==> config.mk <==
export PLATFORM = sky130hd
export DESIGN_NAME = led_blink_breath_generator_flat
export DESIGN_NICKNAME = d
export VERILOG_FILES = /design/src/design/lbb_pkg.sv /design/src/design/lbb_in_if.sv /design/src/design/lbb_out_if.sv /design/src/design/led_blink_breath_generator.sv /design/src/design/lbb_front.sv /design/src/design/lbb_div.sv /design/src/design/lbb_engine.sv /design/src/flat_wrapper.sv
export SDC_FILE = /design/constraint.sdc
export NUM_CORES = 2
export LEC_CHECK = 0
export ABC_AREA = 1
export BUFFER_PORTS_ARGS = -buffer_cell sky130_fd_sc_hd__buf_2
export CAP_MARGIN = 20
export CORE_AREA = 2 2 389 391
export CTS_BUF_LIST = sky130_fd_sc_hd__clkbuf_16
export CTS_CLUSTER_SIZE = 16
export DETAILED_ROUTE_END_ITERATION = 8
export DIE_AREA = 0 0 391 393
export PLACE_DENSITY = 0.48
export RECOVER_POWER = 25
export SETUP_SLACK_MARGIN = 0.4
export SYNTH_ARGS = -nofsm -noshare
export SYNTH_HDL_FRONTEND = slang
export SYNTH_SLANG_ARGS = --single-unit
==> constraint.sdc <==
create_clock -name clk -period 5.4 [get_ports clk]
set_input_delay 0 -clock clk [delete_from_list [all_inputs] [get_ports clk]]
set_output_delay 0 -clock clk [all_outputs]
set_load 0.01 [all_outputs]
==> src/design/lbb_pkg.sv <==
// Shared types and constants of the LED blink and breath generator.
package lbb_pkg;

  localparam int unsigned CFG_IDX_W   = 3;
  localparam int unsigned CFG_DATA_W  = 16;
  localparam int unsigned TIME_W      = 16;
  localparam int unsigned DUTY_W      = 10;
  localparam int unsigned LEVEL_W     = 16;
  localparam int unsigned PROD_W      = 2 * LEVEL_W;
  localparam int unsigned QUEUE_DEPTH = 2;
  localparam int unsigned QPTR_W      = $clog2(QUEUE_DEPTH);
  localparam int unsigned QCNT_W      = $clog2(QUEUE_DEPTH + 1);

  localparam logic [1:0] PAT_STEADY = 2'd0;
  localparam logic [1:0] PAT_FLASH  = 2'd1;
  localparam logic [1:0] PAT_BREATH = 2'd2;

  localparam logic [CFG_IDX_W-1:0] REG_PATTERN_SELECT = 3'd0;
  localparam logic [CFG_IDX_W-1:0] REG_STEADY_ON      = 3'd1;
  localparam logic [CFG_IDX_W-1:0] REG_PERIOD_MS      = 3'd2;
  localparam logic [CFG_IDX_W-1:0] REG_PULSE_MS       = 3'd3;
  localparam logic [CFG_IDX_W-1:0] REG_CYCLE_LIMIT    = 3'd4;

  typedef enum logic [1:0] {
    CMD_TICK   = 2'd0,
    CMD_LOAD   = 2'd1,
    CMD_STEADY = 2'd2
  } cmd_t;

  typedef struct packed {
    cmd_t              cmd;
    logic [TIME_W-1:0] elapsed_ms;
  } q_item_t;

  typedef struct packed {
    logic [1:0]        pattern_select;
    logic              steady_on;
    logic [TIME_W-1:0] period_ms;
    logic [TIME_W-1:0] pulse_ms;
    logic [TIME_W-1:0] cycle_limit;
  } cfg_t;

  typedef struct packed {
    logic               start;
    logic [PROD_W-1:0]  dividend;
    logic [LEVEL_W-1:0] divisor;
  } div_req_t;

  typedef struct packed {
    logic              done;
    logic [PROD_W-1:0] quotient;
  } div_rsp_t;

endpackage

==> src/design/lbb_in_if.sv <==
// Input channel: start and tick transactions.
interface lbb_in_if;
  logic                        valid;
  logic                        ready;
  logic                        mode;
  logic [lbb_pkg::TIME_W-1:0]  elapsed_ms;

  modport source (output valid, mode, elapsed_ms, input ready);
  modport sink   (input valid, mode, elapsed_ms, output ready);
endinterface

==> src/design/lbb_out_if.sv <==
// Result channel: PWM duty and pattern status.
interface lbb_out_if;
  logic                        valid;
  logic                        ready;
  logic [lbb_pkg::DUTY_W-1:0]  duty;
  logic                        running;
  logic                        finished;

  modport source (output valid, duty, running, finished, input ready);
  modport sink   (input valid, duty, running, finished, output ready);
endinterface

==> src/design/led_blink_breath_generator.sv <==
// Top level of the LED blink and breath PWM pattern generator.
// Each input transaction (a start or a millisecond tick) yields exactly one result
// transaction carrying the PWM duty out of DUTY_FULL, the running flag and the finished
// flag. A two-entry command queue sits between the input side and the pattern engine,
// and a result register decouples the output, so input transactions keep being taken
// while the engine works or a result waits, as long as the queue has a free entry.
// Starts, steady ticks and flash ticks do not use the divider; a breath tick inside the
// period runs one 32-step pass through the radix-2 divider for the ramp level, followed
// by gamma steps (square, multiply by a reciprocal of DUTY_FULL, check, fix).
// Registers take effect on the next start; write them only while the block is idle.
module led_blink_breath_generator #(
  parameter int unsigned DUTY_FULL = 1000
) (
  input  logic                           clk,
  input  logic                           rst_n,
  input  logic                           cfg_we,
  input  logic [lbb_pkg::CFG_IDX_W-1:0]  cfg_index,
  input  logic [lbb_pkg::CFG_DATA_W-1:0] cfg_data,
  lbb_in_if.sink                         in_chan,
  lbb_out_if.source                      out_chan
);
  import lbb_pkg::*;

  cfg_t     cfg;
  logic     head_valid;
  q_item_t  head;
  logic     pop;
  div_req_t div_req;
  div_rsp_t div_rsp;

  lbb_front u_front (
    .clk        (clk),
    .rst_n      (rst_n),
    .cfg_we     (cfg_we),
    .cfg_index  (cfg_index),
    .cfg_data   (cfg_data),
    .in_chan    (in_chan),
    .cfg        (cfg),
    .head_valid (head_valid),
    .head       (head),
    .pop        (pop)
  );

  lbb_div u_div (
    .clk   (clk),
    .rst_n (rst_n),
    .req   (div_req),
    .rsp   (div_rsp)
  );

  lbb_engine #(
    .DUTY_FULL (DUTY_FULL)
  ) u_engine (
    .clk        (clk),
    .rst_n      (rst_n),
    .cfg        (cfg),
    .head_valid (head_valid),
    .head       (head),
    .pop        (pop),
    .div_req    (div_req),
    .div_rsp    (div_rsp),
    .out_chan   (out_chan)
  );

endmodule

==> src/design/lbb_front.sv <==
// Front end: configuration registers, transaction classification and command queue.
module lbb_front (
  input  logic                           clk,
  input  logic                           rst_n,
  input  logic                           cfg_we,
  input  logic [lbb_pkg::CFG_IDX_W-1:0]  cfg_index,
  input  logic [lbb_pkg::CFG_DATA_W-1:0] cfg_data,
  lbb_in_if.sink                         in_chan,
  output lbb_pkg::cfg_t                  cfg,
  output logic                           head_valid,
  output lbb_pkg::q_item_t               head,
  input  logic                           pop
);
  import lbb_pkg::*;

  cfg_t             cfg_r;
  q_item_t          q_r [QUEUE_DEPTH];
  logic [QPTR_W-1:0] wr_ptr_r, rd_ptr_r;
  logic [QCNT_W-1:0] count_r;
  q_item_t          item;
  logic             push, take;

  always_ff @(posedge clk) begin
    if (!rst_n) begin
      cfg_r <= '0;
    end else if (cfg_we) begin
      case (cfg_index)
        REG_PATTERN_SELECT: cfg_r.pattern_select <= cfg_data[1:0];
        REG_STEADY_ON:      cfg_r.steady_on      <= cfg_data[0];
        REG_PERIOD_MS:      cfg_r.period_ms      <= cfg_data[TIME_W-1:0];
        REG_PULSE_MS:       cfg_r.pulse_ms       <= cfg_data[TIME_W-1:0];
        REG_CYCLE_LIMIT:    cfg_r.cycle_limit    <= cfg_data[TIME_W-1:0];
        default: ;
      endcase
    end
  end

  // Classify: a start either loads a timed pattern or falls back to steady.
  always_comb begin
    item.elapsed_ms = in_chan.elapsed_ms;
    if (!in_chan.mode) begin
      item.cmd = CMD_TICK;
    end else if (cfg_r.pattern_select == PAT_FLASH || cfg_r.pattern_select == PAT_BREATH) begin
      item.cmd = CMD_LOAD;
    end else begin
      item.cmd = CMD_STEADY;
    end
  end

  assign in_chan.ready = (count_r != QCNT_W'(QUEUE_DEPTH));
  assign push          = in_chan.valid && in_chan.ready;
  assign take          = pop && (count_r != '0);

  always_ff @(posedge clk) begin
    if (push) begin
      q_r[wr_ptr_r] <= item;
    end
  end

  always_ff @(posedge clk) begin
    if (!rst_n) begin
      wr_ptr_r <= '0;
      rd_ptr_r <= '0;
      count_r  <= '0;
    end else begin
      if (push) begin
        wr_ptr_r <= wr_ptr_r + 1'b1;
      end
      if (take) begin
        rd_ptr_r <= rd_ptr_r + 1'b1;
      end
      if (push && !take) begin
        count_r <= count_r + 1'b1;
      end else if (take && !push) begin
        count_r <= count_r - 1'b1;
      end
    end
  end

  assign cfg        = cfg_r;
  assign head_valid = (count_r != '0);
  assign head       = q_r[rd_ptr_r];

endmodule

==> src/design/lbb_div.sv <==
// Radix-2 restoring divider, one quotient bit per cycle.
module lbb_div (
  input  logic               clk,
  input  logic               rst_n,
  input  lbb_pkg::div_req_t  req,
  output lbb_pkg::div_rsp_t  rsp
);
  import lbb_pkg::*;

  localparam int unsigned STEPS = PROD_W;
  localparam int unsigned CNT_W = $clog2(STEPS);

  logic [LEVEL_W-1:0] rem_r, den_r;
  logic [PROD_W-1:0]  quo_r;
  logic [CNT_W-1:0]   cnt_r;
  logic               busy_r, done_r;
  logic [LEVEL_W:0]   shifted, diff;
  logic               ge;

  assign shifted = {rem_r, quo_r[PROD_W-1]};
  assign diff    = shifted - {1'b0, den_r};
  assign ge      = (shifted >= {1'b0, den_r});

  always_ff @(posedge clk) begin
    if (req.start) begin
      rem_r <= '0;
      quo_r <= req.dividend;
      den_r <= req.divisor;
    end else if (busy_r) begin
      rem_r <= ge ? diff[LEVEL_W-1:0] : shifted[LEVEL_W-1:0];
      quo_r <= {quo_r[PROD_W-2:0], ge};
    end
  end

  always_ff @(posedge clk) begin
    if (!rst_n) begin
      busy_r <= 1'b0;
      done_r <= 1'b0;
      cnt_r  <= '0;
    end else begin
      done_r <= 1'b0;
      if (req.start) begin
        busy_r <= 1'b1;
        cnt_r  <= '0;
      end else if (busy_r) begin
        cnt_r <= cnt_r + 1'b1;
        if (cnt_r == CNT_W'(STEPS - 1)) begin
          busy_r <= 1'b0;
          done_r <= 1'b1;
        end
      end
    end
  end

  assign rsp.done     = done_r;
  assign rsp.quotient = quo_r;

endmodule

==> src/design/lbb_engine.sv <==
// Back end: pattern state, timer, breath ramp with gamma, and the result register.
module lbb_engine #(
  parameter int unsigned DUTY_FULL = 1000
) (
  input  logic              clk,
  input  logic              rst_n,
  input  lbb_pkg::cfg_t     cfg,
  input  logic              head_valid,
  input  lbb_pkg::q_item_t  head,
  output logic              pop,
  output lbb_pkg::div_req_t div_req,
  input  lbb_pkg::div_rsp_t div_rsp,
  lbb_out_if.source         out_chan
);
  import lbb_pkg::*;

  localparam logic [LEVEL_W-1:0] FULL_LEVEL = LEVEL_W'(DUTY_FULL);
  localparam logic [DUTY_W-1:0]  FULL_DUTY  = DUTY_W'(DUTY_FULL);

  // Reciprocal of full scale, floor(2^32 / DUTY_FULL); the estimate it gives for
  // level*level / DUTY_FULL is at most one low, which one compare fixes.
  localparam int unsigned     RCP_W      = 25;
  localparam int unsigned     RPROD_W    = PROD_W + RCP_W;
  localparam longint unsigned RECIP_FULL = 64'h1_0000_0000 / 64'(DUTY_FULL);
  localparam logic [RCP_W-1:0] RECIP     = RCP_W'(RECIP_FULL);

  typedef enum logic [9:0] {
    S_IDLE = 10'b00_0000_0001,
    S_TIME = 10'b00_0000_0010,
    S_EVAL = 10'b00_0000_0100,
    S_MUL  = 10'b00_0000_1000,
    S_DIV  = 10'b00_0001_0000,
    S_SQR  = 10'b00_0010_0000,
    S_RCP  = 10'b00_0100_0000,
    S_CHK  = 10'b00_1000_0000,
    S_FIX  = 10'b01_0000_0000,
    S_DONE = 10'b10_0000_0000
  } state_t;

  state_t             state_r, state_nxt;
  logic [1:0]         active_r, active_nxt;
  logic [TIME_W-1:0]  elapsed_r, elapsed_nxt;
  logic [TIME_W-1:0]  cycles_r, cycles_nxt;
  logic [DUTY_W-1:0]  duty_r, duty_nxt;
  logic               finished_r, finished_nxt;
  logic [TIME_W-1:0]  period_r, period_nxt;
  logic [TIME_W-1:0]  pulse_r, pulse_nxt;
  logic [TIME_W-1:0]  tick_r, tick_nxt;
  logic [LEVEL_W-1:0] x_r, x_nxt;
  logic [LEVEL_W-1:0] den_r, den_nxt;
  logic [LEVEL_W-1:0] level_r, level_nxt;
  logic [PROD_W-1:0]  sq_r, sq_nxt;
  logic [LEVEL_W-1:0] q0_r, q0_nxt;
  logic [PROD_W-1:0]  qd_r, qd_nxt;
  logic               out_valid_r, out_valid_nxt;
  logic [DUTY_W-1:0]  out_duty_r;
  logic               out_running_r, out_finished_r;
  logic               load_out;

  logic [TIME_W:0]    sum;
  logic               ge_pulse, ge_period, last_cycle;
  logic [DUTY_W-1:0]  restart_duty;
  logic [RPROD_W-1:0] rprod;

  assign sum        = {1'b0, elapsed_r} + {1'b0, tick_r};
  assign ge_pulse   = (elapsed_r >= pulse_r);
  assign ge_period  = (elapsed_r >= period_r);
  assign last_cycle = (cycles_r == TIME_W'(1));
  assign load_out   = (state_r == S_DONE) && (!out_valid_r || out_chan.ready);
  assign rprod      = RPROD_W'(sq_r) * RPROD_W'(RECIP);

  always_comb begin
    state_nxt    = state_r;
    active_nxt   = active_r;
    elapsed_nxt  = elapsed_r;
    cycles_nxt   = cycles_r;
    duty_nxt     = duty_r;
    finished_nxt = finished_r;
    period_nxt   = period_r;
    pulse_nxt    = pulse_r;
    tick_nxt     = tick_r;
    x_nxt        = x_r;
    den_nxt      = den_r;
    level_nxt    = level_r;
    sq_nxt       = sq_r;
    q0_nxt       = q0_r;
    qd_nxt       = qd_r;
    pop          = 1'b0;
    div_req      = '0;
    restart_duty = (active_r == PAT_FLASH) ? FULL_DUTY : '0;

    case (state_r)
      S_IDLE: begin
        if (head_valid) begin
          pop          = 1'b1;
          finished_nxt = 1'b0;
          tick_nxt     = head.elapsed_ms;
          state_nxt    = S_DONE;
          case (head.cmd)
            CMD_LOAD: begin
              active_nxt  = cfg.pattern_select;
              period_nxt  = cfg.period_ms;
              pulse_nxt   = cfg.pulse_ms;
              cycles_nxt  = cfg.cycle_limit;
              elapsed_nxt = '0;
              duty_nxt    = '0;
            end
            CMD_STEADY: begin
              active_nxt = PAT_STEADY;
              duty_nxt   = cfg.steady_on ? FULL_DUTY : '0;
            end
            default: begin
              // Steady ticks repeat the held duty.
              if (active_r == PAT_FLASH || active_r == PAT_BREATH) begin
                state_nxt = S_TIME;
              end
            end
          endcase
        end
      end
      S_TIME: begin
        // Saturate the period timer.
        elapsed_nxt = sum[TIME_W] ? '1 : sum[TIME_W-1:0];
        state_nxt   = S_EVAL;
      end
      S_EVAL: begin
        state_nxt = S_DONE;
        if (active_r == PAT_FLASH && ge_pulse) begin
          duty_nxt = '0;
        end
        if (active_r == PAT_BREATH && !ge_period) begin
          x_nxt     = ge_pulse ? (period_r - elapsed_r) : elapsed_r;
          den_nxt   = ge_pulse ? (period_r - pulse_r) : pulse_r;
          state_nxt = S_MUL;
        end else if (ge_period) begin
          if (cycles_r != '0) begin
            cycles_nxt = cycles_r - 1'b1;
          end
          if (last_cycle) begin
            active_nxt   = PAT_STEADY;
            duty_nxt     = '0;
            finished_nxt = 1'b1;
          end else begin
            elapsed_nxt = '0;
            duty_nxt    = restart_duty;
          end
        end
      end
      S_MUL: begin
        div_req.start    = 1'b1;
        div_req.dividend = PROD_W'(FULL_LEVEL) * PROD_W'(x_r);
        div_req.divisor  = den_r;
        state_nxt        = S_DIV;
      end
      S_DIV: begin
        if (div_rsp.done) begin
          level_nxt = div_rsp.quotient[LEVEL_W-1:0];
          state_nxt = S_SQR;
        end
      end
      S_SQR: begin
        // Gamma: level squared over full scale.
        sq_nxt    = PROD_W'(level_r) * PROD_W'(level_r);
        state_nxt = S_RCP;
      end
      S_RCP: begin
        q0_nxt    = rprod[PROD_W +: LEVEL_W];
        state_nxt = S_CHK;
      end
      S_CHK: begin
        qd_nxt    = (PROD_W'(q0_r) + 1'b1) * PROD_W'(FULL_LEVEL);
        state_nxt = S_FIX;
      end
      S_FIX: begin
        // Bump the estimate when one more full scale still fits.
        duty_nxt  = (sq_r >= qd_r) ? (q0_r[DUTY_W-1:0] + 1'b1) : q0_r[DUTY_W-1:0];
        state_nxt = S_DONE;
      end
      S_DONE: begin
        if (load_out) begin
          state_nxt = S_IDLE;
        end
      end
      default: state_nxt = S_IDLE;
    endcase
  end

  always_comb begin
    out_valid_nxt = out_valid_r;
    if (load_out) begin
      out_valid_nxt = 1'b1;
    end else if (out_chan.ready) begin
      out_valid_nxt = 1'b0;
    end
  end

  always_ff @(posedge clk) begin
    if (!rst_n) begin
      state_r     <= S_IDLE;
      active_r    <= PAT_STEADY;
      elapsed_r   <= '0;
      cycles_r    <= '0;
      duty_r      <= '0;
      finished_r  <= 1'b0;
      period_r    <= '0;
      pulse_r     <= '0;
      out_valid_r <= 1'b0;
    end else begin
      state_r     <= state_nxt;
      active_r    <= active_nxt;
      elapsed_r   <= elapsed_nxt;
      cycles_r    <= cycles_nxt;
      duty_r      <= duty_nxt;
      finished_r  <= finished_nxt;
      period_r    <= period_nxt;
      pulse_r     <= pulse_nxt;
      out_valid_r <= out_valid_nxt;
    end
  end

  always_ff @(posedge clk) begin
    tick_r  <= tick_nxt;
    x_r     <= x_nxt;
    den_r   <= den_nxt;
    level_r <= level_nxt;
    sq_r    <= sq_nxt;
    q0_r    <= q0_nxt;
    qd_r    <= qd_nxt;
    if (load_out) begin
      out_duty_r     <= duty_r;
      out_running_r  <= (active_r == PAT_FLASH || active_r == PAT_BREATH);
      out_finished_r <= finished_r;
    end
  end

  assign out_chan.valid    = out_valid_r;
  assign out_chan.duty     = out_duty_r;
  assign out_chan.running  = out_running_r;
  assign out_chan.finished = out_finished_r;

endmodule
==> src/flat_wrapper.sv <==
// flat-port wrapper written by rule: the top's interface ports become plain ports
module led_blink_breath_generator_flat import lbb_pkg::*;
#(
  parameter int unsigned DUTY_FULL = 1000
)
  (clk, rst_n, cfg_we, cfg_index, cfg_data, in_chan_valid, in_chan_mode, in_chan_elapsed_ms, in_chan_ready, out_chan_valid, out_chan_duty, out_chan_running, out_chan_finished, out_chan_ready);
  lbb_in_if in_chan_i ();
  lbb_out_if out_chan_i ();
  input  logic clk;
  input  logic rst_n;
  input  logic cfg_we;
  input  logic [lbb_pkg::CFG_IDX_W-1:0] cfg_index;
  input  logic [lbb_pkg::CFG_DATA_W-1:0] cfg_data;
  input wire logic [$bits(in_chan_i.valid)-1:0] in_chan_valid;
  input wire logic [$bits(in_chan_i.mode)-1:0] in_chan_mode;
  input wire logic [$bits(in_chan_i.elapsed_ms)-1:0] in_chan_elapsed_ms;
  output wire logic [$bits(in_chan_i.ready)-1:0] in_chan_ready;
  output wire logic [$bits(out_chan_i.valid)-1:0] out_chan_valid;
  output wire logic [$bits(out_chan_i.duty)-1:0] out_chan_duty;
  output wire logic [$bits(out_chan_i.running)-1:0] out_chan_running;
  output wire logic [$bits(out_chan_i.finished)-1:0] out_chan_finished;
  input wire logic [$bits(out_chan_i.ready)-1:0] out_chan_ready;
  assign in_chan_i.valid = in_chan_valid;
  assign in_chan_i.mode = in_chan_mode;
  assign in_chan_i.elapsed_ms = in_chan_elapsed_ms;
  assign in_chan_ready = in_chan_i.ready;
  assign out_chan_valid = out_chan_i.valid;
  assign out_chan_duty = out_chan_i.duty;
  assign out_chan_running = out_chan_i.running;
  assign out_chan_finished = out_chan_i.finished;
  assign out_chan_i.ready = out_chan_ready;
  led_blink_breath_generator #(.DUTY_FULL(DUTY_FULL)) u_core (.clk(clk), .rst_n(rst_n), .cfg_we(cfg_we), .cfg_index(cfg_index), .cfg_data(cfg_data), .in_chan(in_chan_i), .out_chan(out_chan_i));
endmodule
# After elaboration in Yosys (flattened, before gate mapping)
# Memories as Yosys holds them, arrays and structs flattened. A register that Yosys moved wholly into a read port is not among the register bits.
# Cells that the tools add are included.
# Widths: inputs -> output; s select.
dict set report classes {
  n_lt_le_gt_ge 4
  bitwise 2
  n_mul 4
  shift 0
  n_eq_ne 33
  mux 63
  addsub 12
  n_div 0
  reduce_logical 41
}
# op n
set op_table {}
lappend op_table {{$mux 16} 14}
lappend op_table {{$mux 10} 14}
lappend op_table {{$pmux 10 s10} 1}
lappend op_table {{$mux 32} 2}
lappend op_table {{$mux 49} 1}
lappend op_table {{$mul 32x23->48 const B} 1}
lappend op_table {{$pmux 16 s3} 1}
lappend op_table {{$sub 16x16->16} 3}
lappend op_table {{$ge 16x16->1} 2}
lappend op_table {{$ge 32x32->1} 1}
lappend op_table {{$mul 16x16->32} 1}
lappend op_table {{$pmux 16 s2} 1}
lappend op_table {{$pmux 10 s3} 1}
lappend op_table {{$mul 17x7->24 const B} 1}
lappend op_table {{$mul 7x16->23 const A} 1}
lappend op_table {{$pmux 10 s2} 1}
lappend op_table {{$reduce_and 6->1} 3}
lappend op_table {{$add 16x1->17 const B} 1}
lappend op_table {{$add 16x16->17} 1}
lappend op_table {{$ge 17x16->1} 1}
lappend op_table {{$eq 16x1->1 const B} 1}
lappend op_table {{$mux 1} 16}
lappend op_table {{$mux 2} 8}
lappend op_table {{$reduce_and 2->1} 8}
lappend op_table {{other kinds (39)} 74}
dict set report totals {
  ff_bits 367
  ram_bits 36
  romBits 0
  latch_bits 0
  output_inout_bits 14
  memories 1
  wordCells 193
}
# memory words word_bits rd rd_ports_with_merged_regs write_ports line
set mem_list {}
lappend mem_list {u_core.u_front.q_r 2 18 1 1 1 lbb_front.sv:17} ;# q_item_t q_r [QUEUE_DEPTH];

# Depth between registers and ports, before layout
dict set report depth {
  word_depth 7
  ltp_mapped 29
}

# Hierarchy
# A second synthesis with hierarchy kept.
dict set report hier_totals {
  cells_unflattened 5366
  area_unflattened_um2 45214.6
}
# mod cells_per_inst n_inst area_each_um2
set modules_own_cells {}
lappend modules_own_cells {lbb_engine 4489 1 37572.3}
lappend modules_own_cells {lbb_div 512 1 4093.9}
lappend modules_own_cells {lbb_front 365 1 3548.4}

# Worst setup path after synthesis
# Ideal clock, no wire load.
dict set report synth_path {
  path_kind {reg-to-reg}
  from {reg u_core.u_engine.level_r[2]}
  to {reg u_core.u_engine.sq_r[28] (data pin)}
  path_slack_ns -0.173
  stages_incl_launch_ff 25
  arrival_ns 5.320
  period_less_slack_ns 5.573
  setup_time_ns 0.252
  path_cell_list {edfxtp_1 > clkbuf_1 > clkbuf_1 > nand2_1 > fa_1 > fa_1 > inv_1 > fa_1 > fa_1 > fa_1 > inv_1 > fa_1 > inv_1 > ha_1 > nand2_1 > inv_1 > nand3_1 > nor3_1 > nand4_1 > nand3_1 > nand2_1 > nand2_1 > nand2_1 > nand3_1 > nand2_1}
}
dict set report synth_between {
  elab_chain_len 1
}
# item line
set synth_lines {}
lappend synth_lines {{start, declared} lbb_engine.sv:51} ;# logic [LEVEL_W-1:0] level_r, level_nxt;
lappend synth_lines {{start signal, assigned} lbb_engine.sv:225} ;# level_r <= level_nxt;
lappend synth_lines {{$mul 16x16->32} lbb_engine.sv:163} ;# sq_nxt = PROD_W'(level_r) * PROD_W'(level_r);
lappend synth_lines {{end signal, assigned} lbb_engine.sv:226} ;# sq_r <= sq_nxt;
lappend synth_lines {{end, declared} lbb_engine.sv:52} ;# logic [PROD_W-1:0] sq_r, sq_nxt;
# Every way passes these cells.
# A chain may end at the register's enable or synchronous reset.

# Worst setup path after layout
dict set report layout_path {
  from {reg u_core.u_engine.level_r[8]}
  to {reg u_core.u_engine.sq_r[30] (data pin)}
}
# Same word-level chain as after synthesis.

==> results.md <==
- Power per standard cell area: 205 nW/um^2
- Num rows: 142
- R2r startpoint: u_core.u_engine.level_r[8]$_DFFE_PP_
- DR iter-0 viols: 1637
- Longest Clk Path Bufs: 3
- Hold-critical path depth: 2
- CTS Root Cell: clkbuf_16
- Cts bufs inserted: 49
- NetSw: 4.46 mW
- DRT Wirelength: 127 mm
- Port Buf Inserts: 54
- Setup violators final: 29
- Setup ws final: -0.221 ns
- Full die area: 154000 um^2
- Worst Tran Pin Value: 2.42 ns
- Via Count: 35000
- First-pass GRT wire length: 201 mm
- Fraction of layout cells with a size suffix above 1: 0.212
- FF+latch count, synth: 398
- FF-to-FF End: u_core.u_engine.sq_r[30]$_DFFE_PP_
- Final Util: 0.381
- Relative slew margins: -0.614
- Ys async rst share: 0
- WP data required: 5.78 ns
- Tcrit/Tclk final: 1.04
- GPL Wtd Cong: 0.885
- Clk pwr share: 0.303
- Fin. Hold Viols: 0
- TritonCTS clock tree: built
- Top area cells in the synthesized netlist: fa_1 22%, ha_1 17%, edfxtp_1 16%, inv_1 11%, dfxtp_1 7.5%
- Yosys top cell by area: fa_1
- Via density: 4.49
- Reg2reg path depth: 21
- Initial antenna violation count: 4
- Clk slew on worst S/H paths: 0.06 ns
- Post-synth top flop: edfxtp_1
- Worst Hold Launch: in_chan_elapsed_ms[11]
- Status: complete, but fails checks
- Reg2reg setup slack: -0.22 ns
- Int Pwr: 7.19 mW
- Total Routing Usage GR: 0.167
- Core area: 149000 um^2
- Grt total ovfl: 0
- Clk sinks: 398
- Post-synth top cells: 1269 x inv_1, 838 x nand2_1, 610 x ha_1
- Failing checks: max-capacitance violations, max-slew violations, negative setup slack
- TritonRoute pass-1 iters: 7
- Clock Skews: 0.0369 ns
- Critical path arrival: 6.00 ns
- DRC viols: 0
- RSZ-0062 raised after global routing: true
- CTS H-tree depth: 2
- Minimum clock period: 5.62 ns
- Count leader, synth: inv_1
- Seq/Total Area, Yosys: 0.230
- Average wire per standard cell: 16.3 um
- Synthesized cell area: 44600 um^2
- Crit-path max FO: 4
- Ys Warns: 0
- Fin nets: 6949
- CP endpoint kind: register
- Max Clock Freq: 178 MHz
- Sequential share of power: 0.334
- Ports: 55
- Number of global-route vias before repair: 36500
- Yosys top cell area share: 0.220
- Initial Util: 0.299
- Hpwl dp: 104 mm
- Largest net degree at the start of global routing: 64
- P_leak: 27.4 nW
- Hold endpoint: u_core.u_front.q_r[1][11]$_DFFE_PP_
- Pre-CTS setup slack: -0.452 ns
- ANT cells: 0
- VDD IR-drop max: 0.534 mV
- Syn Inst Count: 5261
- Max Cap Viol: 3
- HP Class: input port to register
- EDFF count, synth: 231
- Switching Fraction: 0.383
- Post-Syn Area per Cell: 8.48 um^2
- Die Wd: 391 um
- CP startpoint kind: register
- Die Y: 393 um
- CP Class: register to register
- Area delta synth->final: 27.5%
- Post-route antenna net violation count: 0
- Comb power frac: 0.362
- Slew Limit Fails: 150
- Distinct cell type count after synthesis: 64
- Worst skew pair latency: 0.64 ns
[final cells by class]
cell class,count,area (um^2)
Clock buffer,49,1230
Clock inverter,42,483
Fill cell,15300,92400
Inverter,1283,4850
Multi-Input combinational cell,3500,32700
Sequential cell,398,10300
Tap cell,1944,2430
Timing Repair Buffer,575,4910
[power by group through the flow]
stage | combinational [mW] | clock (mW) | sequential, mW
2_1_floorplan | 3.15 | 0 | 3.81
3_3_place_gp | 4.14 | 0 | 3.96
3_5_place_dp | 4.16 | 0 | 3.97
4_1_cts | 4.23 | 3.65 | 3.90
5_1_grt | 4.79 | 3.75 | 3.92
6_report | 4.22 | 3.53 | 3.90
[per-layer routing]
layer / vias up / wire length, um / track usage
met4: 2 / 2720 / 0.0352
met3: 122 / 4840 / 0.0264
met2: 455 / 59500 / 0.282
met1: 16800 / 59600 / 0.225
met5: - / 13 / 0
li1: 17600 / - / -
[logic make-up after synthesis]
kind of cell             synth area share
AND/OR/NAND/NOR                     0.147
buffers and inverters               0.116
adder cells (fa/ha/maj)             0.391
AO/OA/AOI/OAI                      0.0821
flip-flops                          0.230
XOR/XNOR                           0.0287
multiplexers                      0.00404
other                           0.0000840
[what timing repair did]
action,in CTS,in global routing
hold buffers,46,0
pin swaps,196,236
cloned,1,0
endpoints found under the hold margin,135,0
gates resized for setup,398,298
buffers inserted,65,56
setup endpoints to repair,49,53
[worst max-delay path by stage]
stage                                                from                            endpoint  slack [ns]
finish               u_core.u_engine.level_r[8]$_DFFE_PP_  u_core.u_engine.sq_r[30]$_DFFE_PP_       -0.22
global route         u_core.u_engine.level_r[8]$_DFFE_PP_  u_core.u_engine.sq_r[30]$_DFFE_PP_       -0.42
CTS                 u_core.u_engine.level_r[10]$_DFFE_PP_  u_core.u_engine.sq_r[24]$_DFFE_PP_       -0.17
detailed placement   u_core.u_engine.level_r[8]$_DFFE_PP_  u_core.u_engine.sq_r[20]$_DFFE_PP_       -0.45
global placement     u_core.u_engine.level_r[8]$_DFFE_PP_  u_core.u_engine.sq_r[24]$_DFFE_PP_       -0.44
floorplan            u_core.u_engine.level_r[1]$_DFFE_PP_  u_core.u_engine.sq_r[28]$_DFFE_PP_        0.16
[critical path, stage by stage (launching register included)]
cell and delay (ns):
edfxtp_1 0.51, buf_12 0.19, buf_16 0.13, nand2_4 0.05
fa_2 0.47, fa_1 0.51, inv_2 0.04, fa_1 0.55
fa_1 0.43, fa_1 0.52, inv_2 0.04, fa_1 0.50
inv_2 0.06, ha_4 0.27, buf_4 0.15, a21oi_4 0.14
o21ai_1 0.09, a21oi_2 0.18, nand3_4 0.11, buf_6 0.14
a21oi_4 0.19, xnor2_4 0.11
[flip-flops by register name (all words and copies together), names as in the netlist, 24 cells and up, named ones only]
register	flops
u_core.u_engine.qd_r	24
u_core.u_engine.sq_r	31
u_core.u_div.quo_r	32
u_core.u_front.q_r	36
u_core.u_front.cfg	51
[per-stage QoR]
| step | cells | hold WS (ns) | TNS (ns) | total power [mW] | instance area, um^2 |
|---|---|---|---|---|---|
| finish | 7791 | 0.0824 | -2.71 | 11.7 | 56900 |
| global route | 7791 | 0.0478 | -8.97 | 12.5 | 56900 |
| CTS | 7735 | 0.0260 | -1.42 | 11.8 | 55300 |
| detailed placement | 7532 | 0.191 | -5.26 | 8.13 | 50700 |
| global placement | 7531 | 0.188 | -5.81 | 8.11 | 50700 |
| floorplan | 5268 | 0.0989 | 0 | 6.96 | 45600 |
[layout by cell type (no fill, tap or decap), types with 20 or more instances in the layout]
| master | netlist | layout |
|---|---|---|
| inv_1 | 1269 | 1161 |
| nand2_1 | 838 | 727 |
| ha_1 | 610 | 524 |
| fa_1 | 491 | 463 |
| buf_4 | 1 | 363 |
| nor2_1 | 367 | 307 |
| a21oi_1 | 290 | 233 |
| edfxtp_1 | 231 | 231 |
| o21ai_0 | 281 | 229 |
| dfxtp_1 | 167 | 167 |
| nand3_1 | 165 | 143 |
| inv_2 | 7 | 116 |
| ha_4 | 0 | 83 |
| xor2_1 | 98 | 79 |
| buf_6 | 2 | 73 |
| nand2_2 | 8 | 67 |
| nand4_1 | 50 | 50 |
| clkbuf_16 | 0 | 49 |
| nand2_4 | 3 | 48 |
| dlygate4sd3_1 | 0 | 46 |
| nor2_4 | 4 | 44 |
| xnor2_1 | 48 | 41 |
| a21oi_2 | 2 | 36 |
| nor2_2 | 14 | 34 |
| clkbuf_1 | 72 | 32 |
| nor3_1 | 45 | 29 |
| fa_2 | 0 | 28 |
| buf_2 | 6 | 28 |
| o21ai_1 | 4 | 26 |
| buf_12 | 0 | 26 |
| o21ai_2 | 0 | 25 |
| a21oi_4 | 0 | 23 |
| a21o_1 | 21 | 20 |
Note: power is estimated with default switching activity, not from simulation.
